===== config.mk =====
export PLATFORM = sky130hd
export DESIGN_NAME = reservation_budget_accounting_top_flat
export DESIGN_NICKNAME = d
export VERILOG_FILES = /design/src/rba_pkg.sv /design/src/rba_in_if.sv /design/src/rba_out_if.sv /design/src/rba_front.sv /design/src/rba_queue.sv /design/src/rba_usage.sv /design/src/rba_enforce.sv /design/src/reservation_budget_accounting_top.sv /design/src/flat_wrapper.sv
export SDC_FILE = /design/constraint.sdc
export NUM_CORES = 2
export LEC_CHECK = 0
export BUFFER_PORTS_ARGS = -buffer_cell sky130_fd_sc_hd__buf_4
export CORE_MARGIN = 2
export CORE_UTILIZATION = 58
export CTS_BUF_LIST = sky130_fd_sc_hd__clkbuf_4
export CTS_CLUSTER_SIZE = 30
export DETAILED_ROUTE_END_ITERATION = 16
export PLACE_DENSITY = 0.83
export REMOVE_ABC_BUFFERS = 1
export SLEW_MARGIN = 20
export SYNTH_ARGS = -nofsm -noshare
export SYNTH_HDL_FRONTEND = slang
export SYNTH_SLANG_ARGS = --single-unit

===== constraint.sdc =====
create_clock -name clk -period 29.4 [get_ports clk]
set_input_delay 2.94 -clock clk [delete_from_list [all_inputs] [get_ports clk]]
set_output_delay 2.94 -clock clk [all_outputs]
set_load 0.005 [all_outputs]

===== src/rba_pkg.sv =====
// ----------------------------------------------------------------------------
// rba_pkg
// Shared types, command codes and helpers of the budget accounting block.
// ----------------------------------------------------------------------------
package rba_pkg;

  localparam int TIME_BITS   = 64;  // width of time fields on the ports
  localparam int BUDGET_BITS = 40;
  localparam int THRESH_BITS = 20;
  localparam int CNT_BITS    = 32;
  localparam int CMD_BITS    = 3;
  localparam int CFG_BITS    = 40;  // widest register
  localparam int LANES       = 3;   // job one, job two, period

  localparam int LANE_ONE = 0;
  localparam int LANE_TWO = 1;
  localparam int LANE_PER = 2;

  localparam int QUEUE_DEPTH = 2;
  localparam int QPTR_BITS   = $clog2(QUEUE_DEPTH);

  localparam logic [THRESH_BITS-1:0] THRESH_RESET = THRESH_BITS'(5000);

  typedef enum logic [CMD_BITS-1:0] {
    CMD_FIRST_JOB  = 3'd0,
    CMD_BOUNDARY1  = 3'd1,
    CMD_BOUNDARY2  = 3'd2,
    CMD_SCHED_IN   = 3'd3,
    CMD_SCHED_OUT  = 3'd4,
    CMD_CHECK      = 3'd5,
    CMD_TIMER      = 3'd6,
    CMD_UNTHROTTLE = 3'd7
  } cmd_t;

  typedef enum logic [0:0] {
    REG_PERIOD_BUDGET = 1'b0,
    REG_THROTTLE_THRESHOLD = 1'b1
  } cfg_idx_t;

  // classified event, front to back
  typedef struct packed {
    logic [LANES-1:0]     clr_rt;     // zero the accumulated runtime
    logic [LANES-1:0]     set_start;  // restart the open interval at now
    logic                 accum;      // fold open intervals into runtimes
    logic                 check;      // run a budget check
    logic                 unthrottle;
    logic                 sleeping;
    logic [TIME_BITS-1:0] now;
  } op_t;

  // usages after the accounting stages
  typedef struct packed {
    logic                            valid;
    logic                            check;
    logic                            unthrottle;
    logic [LANES-1:0][TIME_BITS-1:0] usage;
  } use_t;

  typedef struct packed {
    logic [TIME_BITS-1:0]   job_usage1;
    logic [TIME_BITS-1:0]   job_usage2;
    logic [TIME_BITS-1:0]   period_usage;
    logic [BUDGET_BITS-1:0] remaining_budget;
    logic                   newly_throttled;
    logic                   throttled_flag;
    logic                   timer_armed;
    logic [BUDGET_BITS-1:0] timer_delay;
    logic [CNT_BITS-1:0]    overuse_events;
    logic [TIME_BITS-1:0]   max_overuse;
  } res_t;

  function automatic logic [BUDGET_BITS-1:0] sat40(input logic [TIME_BITS-1:0] v);
    logic over;
    over = |v[TIME_BITS-1:BUDGET_BITS];
    return over ? '1 : v[BUDGET_BITS-1:0];
  endfunction

endpackage


===== src/rba_in_if.sv =====
// ----------------------------------------------------------------------------
// rba_in_if
// Event channel: valid/ready plus one scheduling event per word.
// ----------------------------------------------------------------------------
interface rba_in_if;
  logic                             valid;
  logic                             ready;
  logic [rba_pkg::CMD_BITS-1:0]     cmd;
  logic [rba_pkg::TIME_BITS-1:0]    now;
  logic                             asleep;
  logic                             allocator_running;

  modport source (output valid, cmd, now, asleep, allocator_running, input ready);
  modport sink   (input valid, cmd, now, asleep, allocator_running, output ready);
endinterface


===== src/rba_out_if.sv =====
// ----------------------------------------------------------------------------
// rba_out_if
// Result channel: valid/ready plus usages and enforcement status per word.
// ----------------------------------------------------------------------------
interface rba_out_if;
  logic                             valid;
  logic                             ready;
  logic [rba_pkg::TIME_BITS-1:0]    job_usage1;
  logic [rba_pkg::TIME_BITS-1:0]    job_usage2;
  logic [rba_pkg::TIME_BITS-1:0]    period_usage;
  logic [rba_pkg::BUDGET_BITS-1:0]  remaining_budget;
  logic                             newly_throttled;
  logic                             throttled_flag;
  logic                             timer_armed;
  logic [rba_pkg::BUDGET_BITS-1:0]  timer_delay;
  logic [rba_pkg::CNT_BITS-1:0]     overuse_events;
  logic [rba_pkg::TIME_BITS-1:0]    max_overuse;

  modport source (output valid, job_usage1, job_usage2, period_usage, remaining_budget,
                  newly_throttled, throttled_flag, timer_armed, timer_delay,
                  overuse_events, max_overuse, input ready);
  modport sink   (input valid, job_usage1, job_usage2, period_usage, remaining_budget,
                  newly_throttled, throttled_flag, timer_armed, timer_delay,
                  overuse_events, max_overuse, output ready);
endinterface


===== src/rba_front.sv =====
// ----------------------------------------------------------------------------
// rba_front
// Accepts event words and decodes the command into lane controls.
// ----------------------------------------------------------------------------
module rba_front (
  rba_in_if.sink        in_ch,
  input  logic          q_full,
  output logic          q_push,
  output rba_pkg::op_t  q_data
);
  import rba_pkg::*;

  assign in_ch.ready = !q_full;
  assign q_push      = in_ch.valid && !q_full;

  always_comb begin
    q_data            = '0;
    q_data.now        = in_ch.now;
    q_data.sleeping   = in_ch.asleep;
    unique case (cmd_t'(in_ch.cmd))
      CMD_FIRST_JOB: begin
        q_data.clr_rt    = '1;
        q_data.set_start = '1;
      end
      CMD_BOUNDARY1: begin
        q_data.clr_rt[LANE_ONE]    = 1'b1;
        q_data.set_start[LANE_ONE] = 1'b1;
      end
      CMD_BOUNDARY2: begin
        q_data.clr_rt[LANE_TWO]    = 1'b1;
        q_data.set_start[LANE_TWO] = 1'b1;
      end
      CMD_SCHED_IN:   q_data.set_start  = '1;
      CMD_SCHED_OUT:  q_data.accum      = 1'b1;
      CMD_CHECK:      q_data.check      = 1'b1;
      CMD_TIMER:      q_data.check      = in_ch.allocator_running;
      CMD_UNTHROTTLE: q_data.unthrottle = 1'b1;
      default:        q_data.unthrottle = 1'b0;
    endcase
  end

endmodule


===== src/rba_queue.sv =====
// ----------------------------------------------------------------------------
// rba_queue
// Short queue of decoded events between front and back.
// ----------------------------------------------------------------------------
module rba_queue (
  input  logic          clk,
  input  logic          rst,
  input  logic          push,
  input  rba_pkg::op_t  push_data,
  output logic          full,
  input  logic          pop,
  output rba_pkg::op_t  pop_data,
  output logic          empty
);
  import rba_pkg::*;

  op_t                  entry [QUEUE_DEPTH];
  logic [QPTR_BITS-1:0] wr_ptr;
  logic [QPTR_BITS-1:0] rd_ptr;
  logic [QPTR_BITS:0]   count;

  assign full     = count == (QPTR_BITS+1)'(QUEUE_DEPTH);
  assign empty    = count == '0;
  assign pop_data = entry[rd_ptr];

  always_ff @(posedge clk) begin
    if (push) begin
      entry[wr_ptr] <= push_data;
    end
  end

  always_ff @(posedge clk) begin
    if (rst) begin
      wr_ptr <= '0;
      rd_ptr <= '0;
      count  <= '0;
    end else begin
      if (push) begin
        wr_ptr <= (wr_ptr == QPTR_BITS'(QUEUE_DEPTH-1)) ? '0 : wr_ptr + 1'b1;
      end
      if (pop) begin
        rd_ptr <= (rd_ptr == QPTR_BITS'(QUEUE_DEPTH-1)) ? '0 : rd_ptr + 1'b1;
      end
      if (push && !pop) begin
        count <= count + 1'b1;
      end else if (pop && !push) begin
        count <= count - 1'b1;
      end
    end
  end

endmodule


===== src/rba_usage.sv =====
// ----------------------------------------------------------------------------
// rba_usage
// Runtime accounting: start/runtime registers of the three lanes and the
// two stages that produce the current usages.
// ----------------------------------------------------------------------------
module rba_usage #(
  parameter int TW = 64
) (
  input  logic          clk,
  input  logic          rst,
  input  logic          advance,
  input  logic          q_empty,
  input  rba_pkg::op_t  q_data,
  output logic          q_pop,
  output rba_pkg::use_t use_out
);
  import rba_pkg::*;

  logic [TW-1:0] start   [LANES];
  logic [TW-1:0] runtime [LANES];

  logic [TW-1:0] now_t;
  logic [TW-1:0] delta      [LANES];
  logic [TW-1:0] rt_next    [LANES];
  logic [TW-1:0] start_next [LANES];
  logic [TW-1:0] open_next  [LANES];
  logic [TW-1:0] usage_sum  [LANES];

  // stage 1 registers
  logic          s1_valid;
  logic          s1_check;
  logic          s1_unthr;
  logic [TW-1:0] s1_acc  [LANES];
  logic [TW-1:0] s1_open [LANES];

  assign q_pop = advance && !q_empty;
  assign now_t = q_data.now[TW-1:0];

  always_comb begin
    for (int i = 0; i < LANES; i++) begin
      delta[i]      = now_t - start[i];
      rt_next[i]    = q_data.clr_rt[i] ? '0 :
                      q_data.accum     ? runtime[i] + delta[i] : runtime[i];
      start_next[i] = q_data.set_start[i] ? now_t : start[i];
      // a restarted interval is empty
      open_next[i]  = (q_data.sleeping || q_data.set_start[i]) ? '0 : delta[i];
      // wraps at the time width before widening to the port
      usage_sum[i]  = s1_acc[i] + s1_open[i];
    end
  end

  always_ff @(posedge clk) begin
    if (rst) begin
      for (int i = 0; i < LANES; i++) begin
        start[i]   <= '0;
        runtime[i] <= '0;
      end
    end else if (q_pop) begin
      for (int i = 0; i < LANES; i++) begin
        start[i]   <= start_next[i];
        runtime[i] <= rt_next[i];
      end
    end
  end

  always_ff @(posedge clk) begin
    if (rst) begin
      s1_valid      <= 1'b0;
      use_out.valid <= 1'b0;
    end else if (advance) begin
      s1_valid           <= !q_empty;
      use_out.valid      <= s1_valid;
      s1_check           <= q_data.check;
      s1_unthr           <= q_data.unthrottle;
      use_out.check      <= s1_check;
      use_out.unthrottle <= s1_unthr;
      for (int i = 0; i < LANES; i++) begin
        s1_acc[i]        <= rt_next[i];
        s1_open[i]       <= open_next[i];
        use_out.usage[i] <= TIME_BITS'(usage_sum[i]);
      end
    end
  end

endmodule


===== src/rba_enforce.sv =====
// ----------------------------------------------------------------------------
// rba_enforce
// Budget check, throttle flag, overuse statistics and the output register.
// ----------------------------------------------------------------------------
module rba_enforce #(
  parameter int TW = 64
) (
  input  logic                             clk,
  input  logic                             rst,
  input  rba_pkg::use_t                    use_in,
  input  logic [rba_pkg::BUDGET_BITS-1:0]  budget,
  input  logic [rba_pkg::THRESH_BITS-1:0]  thresh,
  input  logic                             out_ready,
  output logic                             advance,
  output logic                             out_valid,
  output rba_pkg::res_t                    res
);
  import rba_pkg::*;

  logic [TIME_BITS-1:0] ext_use;
  logic [TIME_BITS-1:0] budget_x;

  // stage 3 registers
  logic                            s3_valid;
  logic                            s3_check;
  logic                            s3_unthr;
  logic [LANES-1:0][TIME_BITS-1:0] s3_usage;
  logic [TIME_BITS-1:0]            s3_rem;
  logic [TIME_BITS-1:0]            s3_over;

  // enforcement state
  logic                 thr_state;
  logic [CNT_BITS-1:0]  ovr_cnt;
  logic [TIME_BITS-1:0] ovr_peak;

  logic                 neg;
  logic                 below;
  logic                 hit;
  logic                 thr_next;
  logic [CNT_BITS-1:0]  cnt_next;
  logic [TIME_BITS-1:0] peak_next;
  logic                 armed;
  logic [TIME_BITS-1:0] delay_raw;

  assign advance = !out_valid || out_ready;

  always_comb begin
    ext_use = {TIME_BITS{use_in.usage[LANE_PER][TW-1]}};
    ext_use[TW-1:0] = use_in.usage[LANE_PER][TW-1:0];
    budget_x = TIME_BITS'(budget);
  end

  always_ff @(posedge clk) begin
    if (advance) begin
      s3_check <= use_in.check;
      s3_unthr <= use_in.unthrottle;
      s3_usage <= use_in.usage;
      s3_rem   <= budget_x - ext_use;
      s3_over  <= ext_use - budget_x;
    end
  end

  always_comb begin
    neg       = s3_rem[TIME_BITS-1];
    below     = neg || (s3_rem < TIME_BITS'(thresh));
    hit       = s3_check && below;
    thr_next  = s3_unthr ? 1'b0 : (hit ? 1'b1 : thr_state);
    cnt_next  = ovr_cnt;
    peak_next = ovr_peak;
    if (s3_check && neg) begin
      if (s3_over > TIME_BITS'(thresh) && ovr_cnt != '1) begin
        cnt_next = ovr_cnt + 1'b1;
      end
      if (s3_over > ovr_peak) begin
        peak_next = s3_over;
      end
    end
    armed     = s3_check && !below && (s3_rem != '0);
    delay_raw = s3_rem - TIME_BITS'(thresh[THRESH_BITS-1:1]);
  end

  always_ff @(posedge clk) begin
    if (rst) begin
      s3_valid  <= 1'b0;
      out_valid <= 1'b0;
      thr_state <= 1'b0;
      ovr_cnt   <= '0;
      ovr_peak  <= '0;
    end else if (advance) begin
      s3_valid  <= use_in.valid;
      out_valid <= s3_valid;
      if (s3_valid) begin
        thr_state <= thr_next;
        ovr_cnt   <= cnt_next;
        ovr_peak  <= peak_next;
      end
    end
  end

  always_ff @(posedge clk) begin
    if (advance) begin
      res.job_usage1       <= s3_usage[LANE_ONE];
      res.job_usage2       <= s3_usage[LANE_TWO];
      res.period_usage     <= s3_usage[LANE_PER];
      res.remaining_budget <= (s3_check && !below) ? sat40(s3_rem) : '0;
      res.newly_throttled  <= hit && !thr_state;
      res.throttled_flag   <= thr_next;
      res.timer_armed      <= armed;
      res.timer_delay      <= armed ? sat40(delay_raw) : '0;
      res.overuse_events   <= cnt_next;
      res.max_overuse      <= peak_next;
    end
  end

endmodule


===== src/reservation_budget_accounting_top.sv =====
// ----------------------------------------------------------------------------
// reservation_budget_accounting_top
// CPU reservation budget accounting with throttle enforcement.
// ----------------------------------------------------------------------------
// Usage:
//   in_ch carries one scheduling event per word (cmd, now, asleep,
//   allocator_running); out_ch returns one result word per event, in order,
//   with the three usages and the check outcome.
//   Configuration: cfg_we/cfg_idx/cfg_data write period_budget (index 0) or
//   throttle_threshold (index 1); write only while idle.
//   Path: a word accepted on in_ch passes the queue, two accounting stages,
//   the check stage and the output register before it shows on out_ch.
//   Throughput: one word per cycle while out_ch is not stalled; the runtime
//   and throttle registers each close their loop within a single stage.
//   Receiver stall: the back stages and output register hold; the two-entry
//   queue keeps taking words until it is full, then in_ch.ready drops.
//   Reset (rst, synchronous): all runtimes, start times, throttle flag and
//   overuse statistics clear; the threshold returns to 5000 ns, the budget
//   to 0. No clearing pass: the block is ready the cycle after reset.
// ----------------------------------------------------------------------------
module reservation_budget_accounting_top #(
  parameter int TIME_WIDTH = 64  // time arithmetic wraps at 2^TIME_WIDTH (32..64)
) (
  input  logic                            clk,
  input  logic                            rst,
  input  logic                            cfg_we,
  input  logic                            cfg_idx,
  input  logic [rba_pkg::CFG_BITS-1:0]    cfg_data,
  rba_in_if.sink                          in_ch,
  rba_out_if.source                       out_ch
);
  import rba_pkg::*;

  // config registers
  logic [BUDGET_BITS-1:0] period_budget;
  logic [THRESH_BITS-1:0] throttle_threshold;

  // front -> queue
  logic q_push;
  logic q_full;
  op_t  q_wdata;
  // queue -> back
  logic q_pop;
  logic q_empty;
  op_t  q_rdata;

  use_t use_w;
  logic advance;
  logic out_valid;
  res_t res;

  always_ff @(posedge clk) begin
    if (rst) begin
      period_budget      <= '0;
      throttle_threshold <= THRESH_RESET;
    end else if (cfg_we) begin
      unique case (cfg_idx_t'(cfg_idx))
        REG_PERIOD_BUDGET:      period_budget      <= cfg_data[BUDGET_BITS-1:0];
        REG_THROTTLE_THRESHOLD: throttle_threshold <= cfg_data[THRESH_BITS-1:0];
        default:                period_budget      <= period_budget;
      endcase
    end
  end

  // front: accept and decode
  rba_front u_front (
    .in_ch  (in_ch),
    .q_full (q_full),
    .q_push (q_push),
    .q_data (q_wdata)
  );

  // decouples acceptance from back-end stalls
  rba_queue u_queue (
    .clk       (clk),
    .rst       (rst),
    .push      (q_push),
    .push_data (q_wdata),
    .full      (q_full),
    .pop       (q_pop),
    .pop_data  (q_rdata),
    .empty     (q_empty)
  );

  // back, part one: runtime accounting
  rba_usage #(.TW(TIME_WIDTH)) u_usage (
    .clk     (clk),
    .rst     (rst),
    .advance (advance),
    .q_empty (q_empty),
    .q_data  (q_rdata),
    .q_pop   (q_pop),
    .use_out (use_w)
  );

  // back, part two: budget check and output register
  rba_enforce #(.TW(TIME_WIDTH)) u_enforce (
    .clk       (clk),
    .rst       (rst),
    .use_in    (use_w),
    .budget    (period_budget),
    .thresh    (throttle_threshold),
    .out_ready (out_ch.ready),
    .advance   (advance),
    .out_valid (out_valid),
    .res       (res)
  );

  assign out_ch.valid            = out_valid;
  assign out_ch.job_usage1       = res.job_usage1;
  assign out_ch.job_usage2       = res.job_usage2;
  assign out_ch.period_usage     = res.period_usage;
  assign out_ch.remaining_budget = res.remaining_budget;
  assign out_ch.newly_throttled  = res.newly_throttled;
  assign out_ch.throttled_flag   = res.throttled_flag;
  assign out_ch.timer_armed      = res.timer_armed;
  assign out_ch.timer_delay      = res.timer_delay;
  assign out_ch.overuse_events   = res.overuse_events;
  assign out_ch.max_overuse      = res.max_overuse;

`ifndef SYNTHESIS
  // an armed timer means the check left budget and did not throttle
  a_armed_consistent: assert property (@(posedge clk) disable iff (rst)
    out_ch.valid && out_ch.timer_armed |->
      out_ch.remaining_budget != '0 && !out_ch.newly_throttled)
    else $error("timer armed with no budget left");

  // the back end never reads an empty queue
  a_no_pop_empty: assert property (@(posedge clk) disable iff (rst)
    q_pop |-> !q_empty)
    else $error("queue popped while empty");

  // a stalled result freezes the back end
  a_stall_holds_back: assert property (@(posedge clk) disable iff (rst)
    out_ch.valid && !out_ch.ready |-> !q_pop)
    else $error("back end moved during output stall");
`endif

endmodule

===== src/flat_wrapper.sv =====
// flat-port wrapper written by rule: the top's interface ports become plain ports
module reservation_budget_accounting_top_flat import rba_pkg::*;
#(
  parameter int TIME_WIDTH = 64                                                   
)
  (clk, rst, cfg_we, cfg_idx, cfg_data, in_ch_valid, in_ch_cmd, in_ch_now, in_ch_asleep, in_ch_allocator_running, in_ch_ready, out_ch_valid, out_ch_job_usage1, out_ch_job_usage2, out_ch_period_usage, out_ch_remaining_budget, out_ch_newly_throttled, out_ch_throttled_flag, out_ch_timer_armed, out_ch_timer_delay, out_ch_overuse_events, out_ch_max_overuse, out_ch_ready);
  rba_in_if in_ch_i ();
  rba_out_if out_ch_i ();
  input  logic clk;
  input  logic rst;
  input  logic cfg_we;
  input  logic cfg_idx;
  input  logic [rba_pkg::CFG_BITS-1:0] cfg_data;
  input wire logic [$bits(in_ch_i.valid)-1:0] in_ch_valid;
  input wire logic [$bits(in_ch_i.cmd)-1:0] in_ch_cmd;
  input wire logic [$bits(in_ch_i.now)-1:0] in_ch_now;
  input wire logic [$bits(in_ch_i.asleep)-1:0] in_ch_asleep;
  input wire logic [$bits(in_ch_i.allocator_running)-1:0] in_ch_allocator_running;
  output wire logic [$bits(in_ch_i.ready)-1:0] in_ch_ready;
  output wire logic [$bits(out_ch_i.valid)-1:0] out_ch_valid;
  output wire logic [$bits(out_ch_i.job_usage1)-1:0] out_ch_job_usage1;
  output wire logic [$bits(out_ch_i.job_usage2)-1:0] out_ch_job_usage2;
  output wire logic [$bits(out_ch_i.period_usage)-1:0] out_ch_period_usage;
  output wire logic [$bits(out_ch_i.remaining_budget)-1:0] out_ch_remaining_budget;
  output wire logic [$bits(out_ch_i.newly_throttled)-1:0] out_ch_newly_throttled;
  output wire logic [$bits(out_ch_i.throttled_flag)-1:0] out_ch_throttled_flag;
  output wire logic [$bits(out_ch_i.timer_armed)-1:0] out_ch_timer_armed;
  output wire logic [$bits(out_ch_i.timer_delay)-1:0] out_ch_timer_delay;
  output wire logic [$bits(out_ch_i.overuse_events)-1:0] out_ch_overuse_events;
  output wire logic [$bits(out_ch_i.max_overuse)-1:0] out_ch_max_overuse;
  input wire logic [$bits(out_ch_i.ready)-1:0] out_ch_ready;
  assign in_ch_i.valid = in_ch_valid;
  assign in_ch_i.cmd = in_ch_cmd;
  assign in_ch_i.now = in_ch_now;
  assign in_ch_i.asleep = in_ch_asleep;
  assign in_ch_i.allocator_running = in_ch_allocator_running;
  assign in_ch_ready = in_ch_i.ready;
  assign out_ch_valid = out_ch_i.valid;
  assign out_ch_job_usage1 = out_ch_i.job_usage1;
  assign out_ch_job_usage2 = out_ch_i.job_usage2;
  assign out_ch_period_usage = out_ch_i.period_usage;
  assign out_ch_remaining_budget = out_ch_i.remaining_budget;
  assign out_ch_newly_throttled = out_ch_i.newly_throttled;
  assign out_ch_throttled_flag = out_ch_i.throttled_flag;
  assign out_ch_timer_armed = out_ch_i.timer_armed;
  assign out_ch_timer_delay = out_ch_i.timer_delay;
  assign out_ch_overuse_events = out_ch_i.overuse_events;
  assign out_ch_max_overuse = out_ch_i.max_overuse;
  assign out_ch_i.ready = out_ch_ready;
  reservation_budget_accounting_top #(.TIME_WIDTH(TIME_WIDTH)) u_core (.clk(clk), .rst(rst), .cfg_we(cfg_we), .cfg_idx(cfg_idx), .cfg_data(cfg_data), .in_ch(in_ch_i), .out_ch(out_ch_i));
endmodule

==> After elaboration in Yosys (flattened, before gate mapping) <==
Memory sizes are Yosys's and may differ from the RTL's. A register that Yosys moved wholly into a read port is not among the register bits.
Cells that the tools add are included.
{ "totals": {"ram_bits": 916, "reg_bits": 1054, "n_memories": 5, "out_inout_bits": 373, "input_bits": 115} }
{ "memory_table": {"columns": ["memory", "words", "word_bits", "rd", "rd_ports_with_merged_regs", "wr", "line_no", "rtl"], "rows": [
  ["u_core.u_usage.runtime", 3, 64, 3, 0, 3, "rba_usage.sv:20", "logic [TW-1:0] runtime [LANES];"],
  ["u_core.u_usage.s1_acc", 3, 64, 3, 0, 3, "rba_usage.sv:33", "logic [TW-1:0] s1_acc [LANES];"],
  ["u_core.u_usage.s1_open", 3, 64, 3, 0, 3, "rba_usage.sv:34", "logic [TW-1:0] s1_open [LANES];"],
  ["u_core.u_usage.start", 3, 64, 3, 0, 3, "rba_usage.sv:19", "logic [TW-1:0] start [LANES];"],
  ["u_core.u_queue.entry", 2, 74, 1, 1, 1, "rba_queue.sv:17", "op_t entry [QUEUE_DEPTH];"]
]} }
{ "op_classes": {"n_bitwise": 8, "n_eq_ne": 9, "magnitude_cmp": 3, "reduce_logical": 37, "muxes": 51, "add_sub_neg": 17} }
{ "ops": {"columns": ["operator", "count"], "rows": [
  ["64-bit 2-to-1 mux", 20],
  ["64-bit adder", 6],
  ["64-bit subtractor", 3],
  ["40-bit 2-to-1 mux", 2],
  ["64-bit by 20-bit greater-than comparator with 1-bit output", 1],
  ["64-bit greater-than comparator", 1],
  ["64-bit by 20-bit less-than comparator with 1-bit output", 1],
  ["32-bit 2-to-1 mux", 2],
  ["64-bit nonzero test", 1],
  ["40-bit by 64-bit subtractor with 64-bit output", 1],
  ["64-bit by 19-bit subtractor with 64-bit output", 1],
  ["64-bit by 40-bit subtractor with 64-bit output", 1],
  ["24-bit OR reduction", 2],
  ["32-bit by 1-bit adder with 32-bit output, second input constant", 1],
  ["32-bit inequality test, second input constant", 1],
  ["1-bit 2-to-1 mux", 24],
  ["3-bit == test, second input constant", 4],
  ["1-bit logical AND", 10],
  ["2-bit AND reduction", 4],
  ["1-bit zero test", 7],
  ["3-bit by 2-bit == test with 1-bit output, second input constant", 2],
  ["1-bit bitwise OR", 6],
  ["2-bit OR reduction", 3],
  ["3-bit OR reduction", 2],
  ["other kinds (12)", 19]
]} }

==> Logic depth before layout (Yosys ltp) <==
{ "depth": {"word_depth": 7, "depth_mapped": 32, "mapped_depth_nobuf": 27} }

==> By module <==
From an unflattened synthesis, not the netlist that was laid out.
{ "hier_totals": {"cells_unflattened": 10146, "hier_area_um2": 111902.3} }
{ "by_module_without_submodules": {"columns": ["module", "area_per_inst_um2", "n_inst", "seq_area_each_um2", "cells_each"], "rows": [
  ["rba_usage", 66532.6, 1, 28987.8, 6633],
  ["rba_enforce", 36697.7, 1, 22761.8, 2936],
  ["rba_queue", 5565.3, 1, 4544.4, 252],
  ["reservation_budget_accounting_top", 2533.7, 1, 1201.2, 245],
  ["rba_front", 573.0, 1, 0.0, 80]
]} }

==> Worst setup path before layout <==
Ideal clock, no wire load.
{ "synth_path": {"path_kind": "input port to flip-flop", "from": "input rst", "to": "memory u_core.u_usage.s1_acc[0][0], enable pin", "t_arrival_ps": 27560, "n_path_buf": 3, "cell_stages": 4, "setup_slack_ps": 302, "setup_ps": 1537, "t_required_ps": 27863, "path_cell_list": "clkbuf_1 -> clkbuf_1 -> clkbuf_1 -> nor2_1"} }
{ "synth_lines": {"columns": ["item", "line_no", "rtl"], "rows": [
  ["start: declaration", "flat_wrapper.sv:10", "input logic rst;"],
  ["end: declaration", "rba_usage.sv:33", null]
]} }

==> results.toml <==
[layout]
layout.nets = 11960
register_area_um2 = 57500
fin_util_pct = 65.00
multiInputGateArea_um2 = 49670
fin_cells = 13920
fill_cells = 14560
stdcell_area_um2 = 123400
layout-drive-gt1-share_pct = 13.37
area_growth_pct = 11.54

[worst_setup_path]
path_buf_inv = 2
r2r-end = "u_core.u_usage.runtime[0][126]"
crit_family = "compound AO/OA/AOI/OAI gates"
required_ps = 30520
r2r_cells = 28
worst_setup_path_start_kind = "flop"
cp_max_fo = 28
slowest_delay_ps = 720
arrival_ps = 9100
reg2reg_slack_ps = 21420
cp-end-kind = "flop"
critPathSlowestCell = "mux2i_1"
crit_type = "flop to flop"

[synthesis]
synth_seq_area_share_pct = 51.99
synth_edf_count = 1804
yosysUniqueCellTypes = 85
ys_ff_latch = 1970
synthMuxAreaShare_pct = 0.9752
synthCells = 10350
synth_top_family_by_area = "compound AO/OA/AOI/OAI gates"
syn_area_um2 = 110600
yosys_warnings = 0
synth-xor-area-share_pct = 6.019
synthAdderAreaFrac_pct = 9.302
synth_simple_gate_area_share_pct = 13.20
synth_compound_area_share_pct = 15.24
async_flop_share_pct = 0
syn_area_per_cell_um2 = 10.68
synth_flop_cell = "edfxtp_1"

[drt]
dr_total_vias = 83860
drtAntennaViolNets = 0
wl_um = 312500
drt_drc_violations_left = 0
drtIter0Drc = 7214
drt_pre_antenna_iters = 7
wl_per_cell_um = 22.45
via_per_inst = 6.024

[sta]
finalSetupTns_ps = 0
rsz0062_at_grt = "no"
timing.final.crit_share_pct = 27.15
skew_ps = 88.52
slew_headroom_pct = 20.73
hold_viol = 0
slew_viol_final = 0
setup_violations = 0
fin_crit_ps = 7981
worst_slew_pin_slew_ps = 1189
fmax_mhz = 125.3

[hold_path]
min_from = "u_core.u_usage.use_out[107]"
min_to = "u_core.u_enforce.s3_usage[107]"
worst_hold_path_type = "flop to flop"
min_path_cells = 0

[die]
die_w_um = 440.7
start_util_pct = 58.28
coreArea_um2 = 189800
placementRows = 160
die_h_um = 440.7
io_pins = 488
die_area_um2 = 194200

[placement]
port_buffers = 487
placed_cell_area_um2 = 116500
dpl.hpwl_um = 229700
placed_cells = 13000
place_congestion = 1.003

[clock_tree]
cts_setup_buffers = 0
clockBufferDepth = 4
hold_buffers = 0
clk_pin_slew_ps = 80
insertion_delay_ps = 1460
cts-resized-gates = 0
cts_tree = "yes"
numCtsBuffers = 535
numClockSinks = 1970
htree_levels = 6
cts-root-buf = "clkbuf_4"

[global_route]
grt_overflow = 0
grt_pass1_wl_um = 471600
grt_max_degree = 159
grt.total_usage_pct = 31.46
antenna_found_initial = 6
grt_pass1_vias = 83250

[job]
maxCapViolations = 0

[status]
outcome = "completed"
[cell usage after synthesis (19+ instances only)]
| cell type | number | area share [%] |
|---|---|---|
| nor3_1 | 126 | 0.57 |
| xnor2_1 | 449 | 3.6 |
| mux2_2 | 70 | 0.71 |
| nand3_1 | 161 | 0.73 |
| dfxtp_1 | 166 | 3.0 |
| xor2_1 | 311 | 2.5 |
| and4_1 | 19 | 0.15 |
| nor4_1 | 63 | 0.36 |
| and2_1 | 228 | 1.3 |
| clkbuf_1 | 368 | 1.2 |
| or3_1 | 43 | 0.24 |
| a221o_1 | 19 | 0.17 |
| ha_1 | 803 | 9.1 |
| a221oi_1 | 26 | 0.21 |
| and3_1 | 78 | 0.44 |
| o21ai_0 | 475 | 2.1 |
| buf_1 | 29 | 0.098 |
| edfxtp_1 | 1804 | 49 |
| or2_2 | 25 | 0.14 |
| o21bai_1 | 110 | 0.75 |
| a211oi_1 | 118 | 0.80 |
| a21o_1 | 450 | 3.1 |
| nand2_1 | 1060 | 3.6 |
| a21oi_1 | 970 | 4.4 |
| nor2_1 | 684 | 2.3 |
| nand4_1 | 164 | 0.93 |
| nand2b_1 | 82 | 0.46 |
| o31ai_1 | 39 | 0.26 |
| o211ai_1 | 42 | 0.29 |
| mux2i_1 | 29 | 0.26 |
| a21boi_0 | 30 | 0.20 |
| inv_1 | 542 | 1.8 |
| o21a_1 | 102 | 0.69 |
| a31oi_1 | 95 | 0.54 |
| nor2b_1 | 277 | 1.6 |
[sequential cells by signal, indices dropped and copies added, names as in the netlist, 2 cells and up, named ones only]
register	count
u_core.u_queue.count	2
u_core.u_usage.start	192
u_core.u_enforce.ovr_peak	64
u_core.u_usage.runtime	192
u_core.u_enforce.ovr_cnt	32
u_core.u_queue.entry	148
u_core.u_enforce.s3_over	64
u_core.u_usage.use_out	195
u_core.period_budget	40
u_core.throttle_threshold	20
u_core.u_usage.s1_acc	192
u_core.u_enforce.s3_rem	63
u_core.u_enforce.s3_usage	192
u_core.u_usage.s1_open	192
u_core.u_enforce.res	371
[how the worst max path moves through the flow]
stage / startpoint / end / slack (ps) / cells past startpoint
after global routing: flop / u_core.u_usage.runtime[0][126] / 20940 / 28
after floorplan: out_ch_ready / u_core.u_usage.runtime[0][0] / 810 / 4
after global placement: flop / u_core.u_usage.s1_acc[0][126] / 21580 / 28
after detailed placement: flop / u_core.u_usage.runtime[0][126] / 21500 / 28
after CTS: flop / u_core.u_usage.runtime[0][126] / 21470 / 28
final: flop / u_core.u_usage.runtime[0][126] / 21420 / 28
[placed cells by master, fill, tap and decap left out, types with 19 or more instances in the layout]
cell	n
a221o_1	19
edfxtp_1	1804
a21boi_0	30
xor2_1	311
clkinv_1	89
and3_1	77
buf_4	543
o31ai_1	39
clkinv_2	34
a21oi_1	969
a21o_1	450
o21a_1	102
ha_1	803
a31oi_1	95
nor3_1	126
nand4_1	164
nor2_1	681
and4_1	19
nor4_1	63
o21bai_1	107
nor2b_1	276
or2_2	25
mux2i_1	27
inv_1	541
nand2b_1	80
nand3_1	161
a211oi_1	118
o21ai_0	472
and2_1	227
a221oi_1	26
nand2_1	1059
o211ai_1	42
mux2_2	68
bufinv_16	20
clkbuf_4	742
or3_1	42
xnor2_1	449
dfxtp_1	165
[cell type report]
class | instances | area share, %
Timing Repair Buffer | 548 | 3.379
Sequential cell | 1970 | 46.61
Tap cell | 2511 | 2.547
Inverter | 543 | 1.658
Clock buffer | 742 | 4.516
Antenna cell | 15 | 0.03043
Multi-Input combinational cell | 7428 | 40.26
Clock inverter | 164 | 0.9950
[cell families (layout without fill, tap and decap cells)]
logic type,count (synthesis),in the layout
simple gates,3065,3065
compound gates,2689,2689
flops,1970,1970
buf+inv,953,1997
fa+ha+maj,815,815
xor+xnor,760,760
mux,99,99
other cells,0,15
[through the flow]
stage | hold slack (ps) | setup slack (ps)
2_1_floorplan | 400.3 | 811.8
3_3_place_gp | 402.6 | 21580
3_5_place_dp | 404.5 | 21500
4_1_cts | 365.0 | 21470
5_1_grt | 397.2 | 20940
6_report | 363.6 | 21420
[per-layer routing]
metal / share of wire (%) / vias up / wire, um / GRT usage [%]
met3: 6.3 / 657 / 19700 / 4.725
li1: - / 39370 / - / -
met1: 41 / 40380 / 127500 / 39.86
met2: 48 / 3446 / 150200 / 52.76
met4: 4.8 / 0 / 15100 / 15.46
met5: 0 / - / 0 / 0
Power is not shown: default switching activity piles up to over one toggle a cycle in this logic, so the estimate is an artifact.
